File: src/stepper_power_mode_controller_top_defines.svh
// Assertion macros for the stepper power-mode controller.
// Included by the top level; define ASSERT_OFF to drop all checks.
`ifndef STEPPER_POWER_MODE_CONTROLLER_TOP_DEFINES_SVH
`define STEPPER_POWER_MODE_CONTROLLER_TOP_DEFINES_SVH
`ifndef ASSERT_OFF
`define SPMC_ASSERT_NOW(lbl, clk, rst_n, ante, cons) \
	lbl: assert property (@(posedge clk) disable iff (!rst_n) (ante) |-> (cons)) \
		else $error("spmc assertion failed");
`define SPMC_ASSERT_NEXT(lbl, clk, rst_n, ante, cons) \
	lbl: assert property (@(posedge clk) disable iff (!rst_n) (ante) |=> (cons)) \
		else $error("spmc assertion failed");
`else
`define SPMC_ASSERT_NOW(lbl, clk, rst_n, ante, cons)
`define SPMC_ASSERT_NEXT(lbl, clk, rst_n, ante, cons)
`endif
`endif

File: src/spmc_pkg.sv
// Shared types, codes and reset values for the stepper power-mode controller.
// No dependencies.
`timescale 1ns / 1ps
package spmc_pkg;

	localparam int CUR_CFG_W        = 12;
	localparam int CFG_IDX_W        = 3;
	localparam int CFG_DATA_W       = 16;

	localparam logic [1:0] MODE_OFF = 2'd0;
	localparam logic [1:0] MODE_SBC = 2'd1;
	localparam logic [1:0] MODE_FC  = 2'd2;
	localparam logic [1:0] MODE_ERR = 2'd3;

	localparam logic [2:0] MON_OFF   = 3'd0;
	localparam logic [2:0] MON_SBC   = 3'd1;
	localparam logic [2:0] MON_FC    = 3'd2;
	localparam logic [2:0] MON_TEMP  = 3'd3;
	localparam logic [2:0] MON_UNDER = 3'd4;
	localparam logic [2:0] MON_OVER  = 3'd5;

	localparam logic [CFG_IDX_W-1:0] REG_AUTO_CURRENT    = 3'd0;
	localparam logic [CFG_IDX_W-1:0] REG_FULL_CURRENT    = 3'd1;
	localparam logic [CFG_IDX_W-1:0] REG_STANDBY_CURRENT = 3'd2;
	localparam logic [CFG_IDX_W-1:0] REG_IDLE_TIMEOUT    = 3'd3;
	localparam logic [CFG_IDX_W-1:0] REG_MAX_TEMP        = 3'd4;
	localparam logic [CFG_IDX_W-1:0] REG_UPPER_VOLTAGE   = 3'd5;
	localparam logic [CFG_IDX_W-1:0] REG_LOWER_VOLTAGE   = 3'd6;
	localparam logic [CFG_IDX_W-1:0] REG_STEP_MODE       = 3'd7;

	localparam logic        RST_AUTO_CURRENT    = 1'b1;
	localparam logic [11:0] RST_FULL_CURRENT    = 12'd4095;
	localparam logic [11:0] RST_STANDBY_CURRENT = 12'd1024;
	localparam logic [7:0]  RST_IDLE_TIMEOUT    = 8'd10;
	localparam logic [7:0]  RST_MAX_TEMP        = 8'd80;
	localparam logic [15:0] RST_UPPER_VOLTAGE   = 16'd30000;
	localparam logic [15:0] RST_LOWER_VOLTAGE   = 16'd8000;
	localparam logic [3:0]  RST_STEP_MODE       = 4'd0;

	localparam logic [7:0] IDLE_MAX = 8'hFF;

	typedef struct packed {
		logic        auto_current;
		logic [11:0] fc_level;
		logic [11:0] sbc_level;
		logic [7:0]  idle_timeout;
		logic [7:0]  max_temp;
		logic [15:0] upper_voltage;
		logic [15:0] lower_voltage;
		logic [3:0]  step_mode;
	} cfg_t;

	typedef struct packed {
		logic        step_pulse;
		logic        idle_tick;
		logic [7:0]  heatsink_temp;
		logic [15:0] bus_voltage;
		logic        enable_changed;
		logic        enable_level;
		logic        cmd_error_reset;
		logic        cmd_activate;
		logic        cmd_deactivate;
	} item_t;

	typedef struct packed {
		logic [11:0] coil_current;
		logic        driver_enable;
		logic        driver_reset;
		logic [1:0]  drive_mode;
		logic [2:0]  monitor_code;
		logic [3:0]  step_mode_pins;
	} result_t;

endpackage

File: src/spmc_cfg.sv
// Configuration register file of the stepper power-mode controller.
// Depends on spmc_pkg.
`timescale 1ns / 1ps
module spmc_cfg (
	input  logic                                  clk,
	input  logic                                  arst_n,
	input  logic                                  cfg_valid,
	output logic                                  cfg_ready,
	input  logic [spmc_pkg::CFG_IDX_W-1:0]        cfg_index,
	input  logic [spmc_pkg::CFG_DATA_W-1:0]       cfg_data,
	output spmc_pkg::cfg_t                        cfg
);

	spmc_pkg::cfg_t cfg_q;

	assign cfg_ready = 1'b1;
	assign cfg       = cfg_q;

	always_ff @(posedge clk or negedge arst_n) begin
		if (!arst_n) begin
			cfg_q.auto_current    <= spmc_pkg::RST_AUTO_CURRENT;
			cfg_q.fc_level        <= spmc_pkg::RST_FULL_CURRENT;
			cfg_q.sbc_level       <= spmc_pkg::RST_STANDBY_CURRENT;
			cfg_q.idle_timeout    <= spmc_pkg::RST_IDLE_TIMEOUT;
			cfg_q.max_temp        <= spmc_pkg::RST_MAX_TEMP;
			cfg_q.upper_voltage   <= spmc_pkg::RST_UPPER_VOLTAGE;
			cfg_q.lower_voltage   <= spmc_pkg::RST_LOWER_VOLTAGE;
			cfg_q.step_mode       <= spmc_pkg::RST_STEP_MODE;
		end else if (cfg_valid && cfg_ready) begin
			case (cfg_index)
				spmc_pkg::REG_AUTO_CURRENT:    cfg_q.auto_current    <= cfg_data[0];
				spmc_pkg::REG_FULL_CURRENT:    cfg_q.fc_level        <= cfg_data[11:0];
				spmc_pkg::REG_STANDBY_CURRENT: cfg_q.sbc_level       <= cfg_data[11:0];
				spmc_pkg::REG_IDLE_TIMEOUT:    cfg_q.idle_timeout    <= cfg_data[7:0];
				spmc_pkg::REG_MAX_TEMP:        cfg_q.max_temp        <= cfg_data[7:0];
				spmc_pkg::REG_UPPER_VOLTAGE:   cfg_q.upper_voltage   <= cfg_data;
				spmc_pkg::REG_LOWER_VOLTAGE:   cfg_q.lower_voltage   <= cfg_data;
				spmc_pkg::REG_STEP_MODE:       cfg_q.step_mode       <= cfg_data[3:0];
				default: ;
			endcase
		end
	end

endmodule

File: src/spmc_core.sv
// Mode state registers and per-word next-state logic of the power-mode controller.
// Depends on spmc_pkg.
`timescale 1ns / 1ps
module spmc_core (
	input  logic              clk,
	input  logic              arst_n,
	input  logic              advance,
	input  spmc_pkg::item_t   item,
	input  spmc_pkg::cfg_t    cfg,
	output spmc_pkg::result_t res
);

	logic [1:0] mode_q;
	logic [2:0] monitor_q;
	logic [7:0] idle_count_q;
	logic       idle_watch_q;
	logic       enable_q;
	logic       reset_q;
	logic [3:0] pins_q;

	logic [1:0] m;
	logic [2:0] mon;
	logic [7:0] cnt;
	logic       watch;
	logic       en;
	logic       rst;
	logic [3:0] pins;
	logic       v_nz;

	always_comb begin
		m     = mode_q;
		mon   = monitor_q;
		cnt   = idle_count_q;
		watch = idle_watch_q;
		en    = enable_q;
		rst   = reset_q;
		pins  = pins_q;
		v_nz  = (item.bus_voltage != 16'd0);

		// step pulse
		if (item.step_pulse && m == spmc_pkg::MODE_SBC && cfg.auto_current) begin
			watch = 1'b1;
			m     = spmc_pkg::MODE_FC;
			mon   = spmc_pkg::MON_FC;
		end

		// idle tick
		if (item.idle_tick && watch) begin
			if (item.step_pulse) begin
				cnt = 8'd0;
			end else begin
				if (cnt != spmc_pkg::IDLE_MAX)
					cnt = cnt + 8'd1;
				if (cnt > cfg.idle_timeout) begin
					watch = 1'b0;
					if (cfg.auto_current) begin
						m   = spmc_pkg::MODE_SBC;
						mon = spmc_pkg::MON_SBC;
						cnt = 8'd0;
					end else begin
						m   = spmc_pkg::MODE_FC;
						mon = spmc_pkg::MON_FC;
					end
				end
			end
		end

		// commands
		if (item.cmd_error_reset) begin
			rst = 1'b1;
			en  = 1'b0;
			m   = spmc_pkg::MODE_OFF;
			mon = spmc_pkg::MON_OFF;
		end
		if (item.cmd_activate) begin
			pins = cfg.step_mode;
			rst  = 1'b0;
			en   = 1'b1;
			if (cfg.auto_current) begin
				m   = spmc_pkg::MODE_SBC;
				mon = spmc_pkg::MON_SBC;
				cnt = 8'd0;
			end else begin
				m   = spmc_pkg::MODE_FC;
				mon = spmc_pkg::MON_FC;
			end
		end
		if (item.cmd_deactivate) begin
			rst = 1'b1;
			en  = 1'b0;
			m   = spmc_pkg::MODE_OFF;
			mon = spmc_pkg::MON_OFF;
		end

		// protection checks
		if ($signed(item.heatsink_temp) > $signed(cfg.max_temp) && m != spmc_pkg::MODE_ERR) begin
			rst = 1'b1;
			m   = spmc_pkg::MODE_ERR;
			mon = spmc_pkg::MON_TEMP;
		end
		if (v_nz && item.bus_voltage < cfg.lower_voltage && m != spmc_pkg::MODE_ERR) begin
			rst = 1'b1;
			m   = spmc_pkg::MODE_ERR;
			mon = spmc_pkg::MON_UNDER;
		end
		if (v_nz && item.bus_voltage > cfg.upper_voltage && m != spmc_pkg::MODE_ERR) begin
			rst = 1'b1;
			m   = spmc_pkg::MODE_ERR;
			mon = spmc_pkg::MON_OVER;
		end

		// enable pin, active low
		if (item.enable_changed && m != spmc_pkg::MODE_ERR) begin
			if (!item.enable_level) begin
				pins = cfg.step_mode;
				rst  = 1'b0;
				en   = 1'b1;
				if (cfg.auto_current) begin
					m   = spmc_pkg::MODE_SBC;
					mon = spmc_pkg::MON_SBC;
					cnt = 8'd0;
				end else begin
					m   = spmc_pkg::MODE_FC;
					mon = spmc_pkg::MON_FC;
				end
			end else begin
				rst = 1'b1;
				en  = 1'b0;
				m   = spmc_pkg::MODE_OFF;
				mon = spmc_pkg::MON_OFF;
			end
		end

		case (m)
			spmc_pkg::MODE_SBC: res.coil_current = cfg.sbc_level;
			spmc_pkg::MODE_FC:  res.coil_current = cfg.fc_level;
			default:            res.coil_current = 12'd0;
		endcase
		res.driver_enable  = en;
		res.driver_reset   = rst;
		res.drive_mode     = m;
		res.monitor_code   = mon;
		res.step_mode_pins = pins;
	end

	always_ff @(posedge clk or negedge arst_n) begin
		if (!arst_n) begin
			mode_q       <= spmc_pkg::MODE_OFF;
			monitor_q    <= spmc_pkg::MON_OFF;
			idle_count_q <= 8'd0;
			idle_watch_q <= 1'b0;
			enable_q     <= 1'b0;
			reset_q      <= 1'b1;
			pins_q       <= 4'd0;
		end else if (advance) begin
			mode_q       <= m;
			monitor_q    <= mon;
			idle_count_q <= cnt;
			idle_watch_q <= watch;
			enable_q     <= en;
			reset_q      <= rst;
			pins_q       <= pins;
		end
	end

endmodule

File: src/stepper_power_mode_controller_top.sv
// Top level of the stepper power-mode controller: input register, core, result register.
// Depends on spmc_pkg, spmc_cfg, spmc_core and stepper_power_mode_controller_top_defines.svh.
//
// Usage:
//  - Input channel (in_valid / in_stall): one word per control-loop pass with the step,
//    tick, temperature, voltage, enable-pin and command fields.
//  - Output channel (out_valid / out_stall): one word per input word with coil current,
//    driver enable/reset, mode, monitor code and latched step-mode pins.
//  - Config channel (cfg_valid / cfg_ready / cfg_index / cfg_data): always ready; write
//    only while no word is in flight.
//  - An accepted word is registered in the input register, then in the result register.
//  - Throughput: one word per cycle while out_stall is low; the mode update is a single
//    pass of compare and select logic between the input register and the result register.
//  - Out_stall holds the result register; the input register keeps accepting until it
//    is also full, then in_stall rises (combinationally from out_stall).
//  - Reset: mode off, driver held in reset, enable low, idle watch stopped, registers at
//    their defaults, both pipeline stages empty.
`timescale 1ns / 1ps
`include "stepper_power_mode_controller_top_defines.svh"
module stepper_power_mode_controller_top (
	input  logic                              clk,
	input  logic                              arst_n,
	input  logic                              cfg_valid,
	output logic                              cfg_ready,
	input  logic [spmc_pkg::CFG_IDX_W-1:0]    cfg_index,
	input  logic [spmc_pkg::CFG_DATA_W-1:0]   cfg_data,
	input  logic                              in_valid,
	output logic                              in_stall,
	input  logic                              step_pulse,
	input  logic                              idle_tick,
	input  logic signed [7:0]                 heatsink_temp,
	input  logic [15:0]                       bus_voltage,
	input  logic                              enable_changed,
	input  logic                              enable_level,
	input  logic                              cmd_error_reset,
	input  logic                              cmd_activate,
	input  logic                              cmd_deactivate,
	output logic                              out_valid,
	input  logic                              out_stall,
	output logic [spmc_pkg::CUR_CFG_W-1:0]    coil_current,
	output logic                              driver_enable,
	output logic                              driver_reset,
	output logic [1:0]                        drive_mode,
	output logic [2:0]                        monitor_code,
	output logic [3:0]                        step_mode_pins
);

	spmc_pkg::cfg_t    cfg;
	spmc_pkg::item_t   item_s1;
	spmc_pkg::result_t res;
	spmc_pkg::result_t res_s2;
	logic              valid_s1;
	logic              valid_s2;
	logic              advance;

	spmc_cfg u_cfg (
		.clk       (clk),
		.arst_n    (arst_n),
		.cfg_valid (cfg_valid),
		.cfg_ready (cfg_ready),
		.cfg_index (cfg_index),
		.cfg_data  (cfg_data),
		.cfg       (cfg)
	);

	spmc_core u_core (
		.clk     (clk),
		.arst_n  (arst_n),
		.advance (advance),
		.item    (item_s1),
		.cfg     (cfg),
		.res     (res)
	);

	assign advance  = valid_s1 && (!valid_s2 || !out_stall);
	assign in_stall = valid_s1 && !advance;

	always_ff @(posedge clk or negedge arst_n) begin
		if (!arst_n) begin
			valid_s1 <= 1'b0;
			valid_s2 <= 1'b0;
		end else begin
			if (in_valid && !in_stall)
				valid_s1 <= 1'b1;
			else if (advance)
				valid_s1 <= 1'b0;
			if (advance)
				valid_s2 <= 1'b1;
			else if (!out_stall)
				valid_s2 <= 1'b0;
		end
	end

	always_ff @(posedge clk) begin
		if (in_valid && !in_stall) begin
			item_s1.step_pulse      <= step_pulse;
			item_s1.idle_tick       <= idle_tick;
			item_s1.heatsink_temp   <= heatsink_temp;
			item_s1.bus_voltage     <= bus_voltage;
			item_s1.enable_changed  <= enable_changed;
			item_s1.enable_level    <= enable_level;
			item_s1.cmd_error_reset <= cmd_error_reset;
			item_s1.cmd_activate    <= cmd_activate;
			item_s1.cmd_deactivate  <= cmd_deactivate;
		end
		if (advance)
			res_s2 <= res;
	end

	assign out_valid      = valid_s2;
	assign coil_current   = res_s2.coil_current;
	assign driver_enable  = res_s2.driver_enable;
	assign driver_reset   = res_s2.driver_reset;
	assign drive_mode     = res_s2.drive_mode;
	assign monitor_code   = res_s2.monitor_code;
	assign step_mode_pins = res_s2.step_mode_pins;

	`SPMC_ASSERT_NOW(a_off_outputs, clk, arst_n,
		out_valid && drive_mode == spmc_pkg::MODE_OFF,
		driver_reset && !driver_enable && monitor_code == spmc_pkg::MON_OFF)
	`SPMC_ASSERT_NOW(a_err_cause, clk, arst_n,
		out_valid && drive_mode == spmc_pkg::MODE_ERR,
		driver_reset && (monitor_code == spmc_pkg::MON_TEMP ||
		monitor_code == spmc_pkg::MON_UNDER || monitor_code == spmc_pkg::MON_OVER))
	`SPMC_ASSERT_NEXT(a_stall_holds_s1, clk, arst_n,
		in_stall, valid_s1 && valid_s2)

endmodule

File: config.mk
export PLATFORM = sky130hd
export DESIGN_NAME = stepper_power_mode_controller_top
export DESIGN_NICKNAME = d
export VERILOG_FILES = /design/src/spmc_pkg.sv /design/src/spmc_cfg.sv /design/src/spmc_core.sv /design/src/stepper_power_mode_controller_top.sv
export VERILOG_INCLUDE_DIRS = /design/src /design/src/src
export SDC_FILE = /design/constraint.sdc
export NUM_CORES = 1
export LEC_CHECK = 0
export BUFFER_PORTS_ARGS = -buffer_cell sky130_fd_sc_hd__buf_2
export CAP_MARGIN = 10
export CORE_ASPECT_RATIO = 0.75
export CORE_UTILIZATION = 64
export CTS_CLUSTER_DIAMETER = 60
export DETAILED_ROUTE_END_ITERATION = 7
export GPL_TIMING_DRIVEN = 0
export PLACE_DENSITY = 0.85
export SLEW_MARGIN = 40
export SYNTH_ARGS = -nofsm -noshare
export SYNTH_HDL_FRONTEND = slang
export SYNTH_HIERARCHICAL = 1
export SYNTH_SLANG_ARGS = --single-unit
File: constraint.sdc
create_clock -name clk -period 9.3 [get_ports clk]
set_input_delay 0.93 -clock clk [delete_from_list [all_inputs] [get_ports clk]]
set_output_delay 0.93 -clock clk [all_outputs]
set_load 0.05 [all_outputs]
# After elaboration in Yosys (flattened, before gate mapping)
# Index checks and enable logic that the tools add are counted.
[classes] add_sub_neg=1 magnitude_cmp=4 eq_ne=16 mux=63 n_reduce_logical=28
[ops] op="two-way mux 8 bit" count=12
[ops] op="two-way mux 3 bit" count=11
[ops] op="two-way mux 2 bit" count=15
[ops] op="case mux 12 bit (2 select lines)" count=1
[ops] op="two-way mux 1 bit" count=21
[ops] op="greater-than comparator 16 bit" count=1
[ops] op="greater-than comparator 8 bit" count=2
[ops] op="less-than comparator 16 bit" count=1
[ops] op="AND reduction 2 bit" count=8
[ops] op="nonzero test 16 bit" count=1
[ops] op="equality test 3 bit, second input constant" count=4
[ops] op="logical AND 1 bit" count=12
[ops] op="two-way mux 4 bit" count=3
[ops] op="adder 8 x 1 -> 8 bit, second input constant" count=1
[ops] op="!= test 2 bit, second input constant" count=4
[ops] op="!= test 8 bit, second input constant" count=1
[ops] op="equality test 3 x 2 -> 1 bit, second input constant" count=2
[ops] op="equality test 2 x 1 -> 1 bit, second input constant" count=2
[ops] op="zero test 1 bit" count=4
[ops] op="equality test 3 x 1 -> 1 bit, second input constant" count=1
[ops] op="zero test 3 bit" count=1
[ops] op="equality test 2 bit, second input constant" count=1
[ops] op="!= test 2 x 1 -> 1 bit, second input constant" count=1
[ops] op="nonzero test 2 bit" count=1
[ops] op="logical OR 1 bit" count=1
[word_totals] register_bits=153 inputBits=55 output_inout_bits=26

# Logic depth before layout (Yosys ltp)
[depth] word_depth=27 ltp_mapped=19

# Modules after synthesis
# The synthesis kept the hierarchy.
[modules_own_cells] mod="spmc_cfg" n_inst=1 cells_each=173 area_per_inst_um2=3250.6 seq_area_each_um2=1965.6
[modules_own_cells] mod="spmc_core" n_inst=1 cells_each=369 area_per_inst_um2=2901.5 seq_area_each_um2=501.7
[modules_own_cells] mod="stepper_power_mode_controller_top" n_inst=1 cells_each=62 area_per_inst_um2=1714.1 seq_area_each_um2=1671.6

# Least setup slack after synthesis
# Ideal clock, no wire load.
[synth_path] path_kind="register to register" from="register u_core.idle_count_q[0]" to="register res_s2 (netlist bit coil_current[10]), data pin" t_arrival_ns=3.991 setup_slack_ns=5.043 stages_incl_launch_ff=17 n_path_buf=1 period_less_slack_ns=4.257 path_cell_list="dfrtp_1 > ha_1 > and3_1 > and3_1 > nand3_1 > mux2_2 > ha_1 > and4b_1 > a211oi_2 > nor4_4 > o31ai_1 > o311a_1 > a21oi_1 > and2_1 > ha_1 > clkbuf_1 > nor2_1"
[synth_lines] element="from (decl)" line="spmc_core.sv:15" rtl="logic [7:0] idle_count_q;"
[synth_lines] element="from (signal assigned)" line="spmc_core.sv:158" rtl="idle_count_q <= cnt;"
[synth_lines] element="to (signal assigned)" line="stepper_power_mode_controller_top.sv:107" rtl="res_s2 <= res;"
[synth_lines] element="to (decl)" line="stepper_power_mode_controller_top.sv:51" rtl="spmc_pkg::result_t res_s2;"

==> results.json <==
{
  "status": "finished clean",
  "synth_compound_area_frac": 0.0951,
  "syn-cell-area_um2": 7870,
  "wl_mm": 17.0,
  "synth-xor-area-share": 0.00223,
  "ff2ff_path_depth": 17,
  "drive_gt1_frac": 0.362,
  "hold_path_class": "primary input to async pin",
  "fin_nets": 805,
  "start_kind": "flop",
  "io_buffer_count": 75,
  "via_per_inst": 6.01,
  "period_share": 0.562,
  "path_depth": 17,
  "drv_slew": 0,
  "tightestPinTransition_ns": 0.730,
  "crit_start": "u_core/idle_count_q[0]$_DFFE_PN0P_",
  "ys_async_sr_fraction": 0.647,
  "setup_viol": 0,
  "coreArea_um2": 11800,
  "dr.pass1.iters": 6,
  "syn_inst": 604,
  "syn_avg_cell_area_um2": 13.0,
  "r2r-start": "u_core/idle_count_q[0]$_DFFE_PN0P_",
  "drc_errors": 0,
  "finalHoldViolCount": 0,
  "die_w_um": 130,
  "ant_nets": 0,
  "ys_top_cells_by_area": "dfrtp_1 21%, edfxtp_1 21%, dfstp_2 11%, mux2_4 8.6%, ha_1 8.0%",
  "post-route-min-period_ns": 5.22,
  "nFillCells": 761,
  "cts_resized": 0,
  "p_leak_uw": 0.00405,
  "synthTopCellsByCount": "67 x dfrtp_1, 54 x edfxtp_1, 52 x inv_1",
  "post_cts_buffers": 0,
  "drt-initial-drc-count": 433,
  "arrival_ns": 5.37,
  "cts-root-buf": "clkbuf_16",
  "antenna_cells": 0,
  "grt_overflow": 0,
  "fp-row-count": 34,
  "final_util": 0.771,
  "cts_tree": "done",
  "clk-insertion-delay-late_ns": 0.41,
  "max_freq_mhz": 191,
  "gp_congestion": 0.942,
  "yosys.area.top_type": "dfrtp_1",
  "grt_pass1_vias": 5552,
  "setup_slack_ns": 4.08,
  "yosysMostFrequentCell": "dfrtp_1",
  "drt-wirelength-per-cell_um": 19.4,
  "cts_max_path_buffers": 2,
  "hpwl_mm": 12.0,
  "seq_area_frac_synth": 0.526,
  "rsz0062_at_grt": "false",
  "synth_top_family_by_area": "multiplexers",
  "synth_edf_count": 54,
  "critPathBufInv": 1,
  "cts_num_sinks": 153,
  "vias": 5260,
  "io_pins": 81,
  "numCtsBuffers": 17,
  "cp-endpoint": "coil_current[8]$_DFFE_PP_",
  "crit_type": "flop to flop",
  "crit_required_ns": 9.45,
  "critPathMaxStageDelay_ns": 0.59,
  "crit_top_cell": "ha_1",
  "critPathMaxFanout": 10,
  "reg2reg_slack_ns": 4.08,
  "path_clk_slew_ns": 0.06,
  "ctsHtreeMaxLevel": 4,
  "relSlewSlack": 0.514,
  "syn_to_final_growth_pct": 15.5,
  "worstPathCellList": "ha_1, and3_1, and3_1, nand3_1, nand4_1, xnor2_1, ha_1, and4b_1, a211oi_2, nor4_4, o31ai_1, o311a_1, a21oi_1, and2_1, ha_1, clkbuf_1, nor2_1",
  "grtUsageTotal": 0.292,
  "holdBufCountCts": 0,
  "setup_tns_ns": 0,
  "r2r_end": "coil_current[8]$_DFFE_PP_",
  "dpl_worst_slack_ns": 4.24,
  "synth-main-ff-cell": "dfrtp_1",
  "total_power_uw": 2080,
  "synth-simple-area-share": 0.0993,
  "die_h_um": 98.0,
  "cp_top_family": "simple AND/OR/NAND/NOR gates",
  "syn_nets": 709,
  "p_per_area_nw_per_um2": 229,
  "synth-seq-cells": 153,
  "grt_pass1_wl_mm": 28.1,
  "synth_top_area_share": 0.213,
  "grt_start_max_net_pins": 54,
  "synth_mux_area_frac": 0.149,
  "fin_skew_ns": 0.00720,
  "maxCapViolations": 0,
  "critPathCaptureType": "flop",
  "yosysWarningCount": 6,
  "synth_cell_types": 68,
  "grt_antenna_before_repair": 0,
  "die_area_um2": 12700,
  "synth_fa_ha_area_frac": 0.0795,
  "ir_drop_uv": 129,
  "worst_path_max_delay_cell": "o31ai_1",
  "floorplan.initialDensity": 0.668
}
[kinds of logic after synthesis]
family,count (synthesis)
xor+xnor,2
other cells,1
simple gates,136
flops,153
compound gates,98
fa+ha+maj,50
mux,89
buf+inv,75
[per-stage QoR]
| stage | std cells | area, µm² | hold slack, ns |
|---|---|---|---|
| global route | 875 | 9090 | 0.425 |
| global placement | 841 | 8440 | 0.472 |
| CTS | 875 | 9090 | 0.418 |
| floorplan | 604 | 7870 | 0.460 |
| detailed placement | 843 | 8510 | 0.477 |
| finish | 875 | 9090 | 0.411 |
[placed cells by master (no fill, tap or decap), types with 8 or more instances in the layout]
master	n
buf_2	74
nand3_1	16
o21a_1	8
a22oi_1	13
o21ai_0	13
nand2_1	20
nor2_1	40
edfxtp_1	54
ha_1	50
a21oi_1	13
clkbuf_1	10
nor3_1	11
clkbuf_16	17
dfstp_2	32
dfrtp_1	67
mux2_2	42
inv_1	52
mux2_4	45
[power breakdown]
| group | leakage, µW | total (µW) | internal, µW | switching (µW) |
|---|---|---|---|---|
| Clock | 0.000274 | 675 | 398 | 277 |
| Sequential | 0.00167 | 916 | 844 | 72.1 |
| Combinational | 0.00211 | 488 | 220 | 268 |
| Total | 0.00405 | 2080 | 1460 | 617 |
[flip-flops by register name (all words and copies together), names as in the netlist, 2 cells and up]
signal / cells
drive_mode: 2
monitor_code: 3
u_core/idle_count_q: 8
u_core/monitor_q: 3
step_mode_pins: 4
u_core/mode_q: 2
u_cfg/cfg: 77
coil_current: 12
u_core/pins_q: 4
item_s1: 31
[how the worst min path moves through the flow]
stage | slack (ns) | cells past startpoint | start | endpoint
floorplan | 0.46 | 1 | u_core/pins_q[0]$_DFFE_PN0P_ | u_core/pins_q[0]$_DFFE_PN0P_
global placement | 0.47 | 1 | u_core/pins_q[0]$_DFFE_PN0P_ | u_core/pins_q[0]$_DFFE_PN0P_
detailed placement | 0.48 | 1 | u_core/pins_q[0]$_DFFE_PN0P_ | u_core/pins_q[0]$_DFFE_PN0P_
CTS | 0.42 | 1 | arst_n | u_cfg/cfg[19]$_DFFE_PN0P_
global route | 0.42 | 1 | arst_n | u_cfg/cfg[35]$_DFFE_PN0P_
finish | 0.41 | 1 | arst_n | u_cfg/cfg[19]$_DFFE_PN0P_
[routing by layer]
| metal | up-vias | routed length [µm] | GRT usage |
|---|---|---|---|
| met1 | 2603 | 7790 | 0.400 |
| met3 | 33 | 881 | 0.0740 |
| met2 | 197 | 8040 | 0.459 |
| met4 | 0 | 284 | 0.0966 |
| met5 | - | 0 | 0 |
| li1 | 2427 | - | - |
[final cells by class]
type	count	area, µm²	share of cell area
Buffer	23	186	0.0205
Inverter	52	195	0.0215
Tap cell	162	203	0.0223
Multi-Input combinational cell	376	3360	0.370
Sequential cell	153	4140	0.455
Clock buffer	19	433	0.0476
Clock inverter	13	145	0.0160
Timing Repair Buffer	77	428	0.0471
No activity file was read; power rests on OpenSTA's default activity.
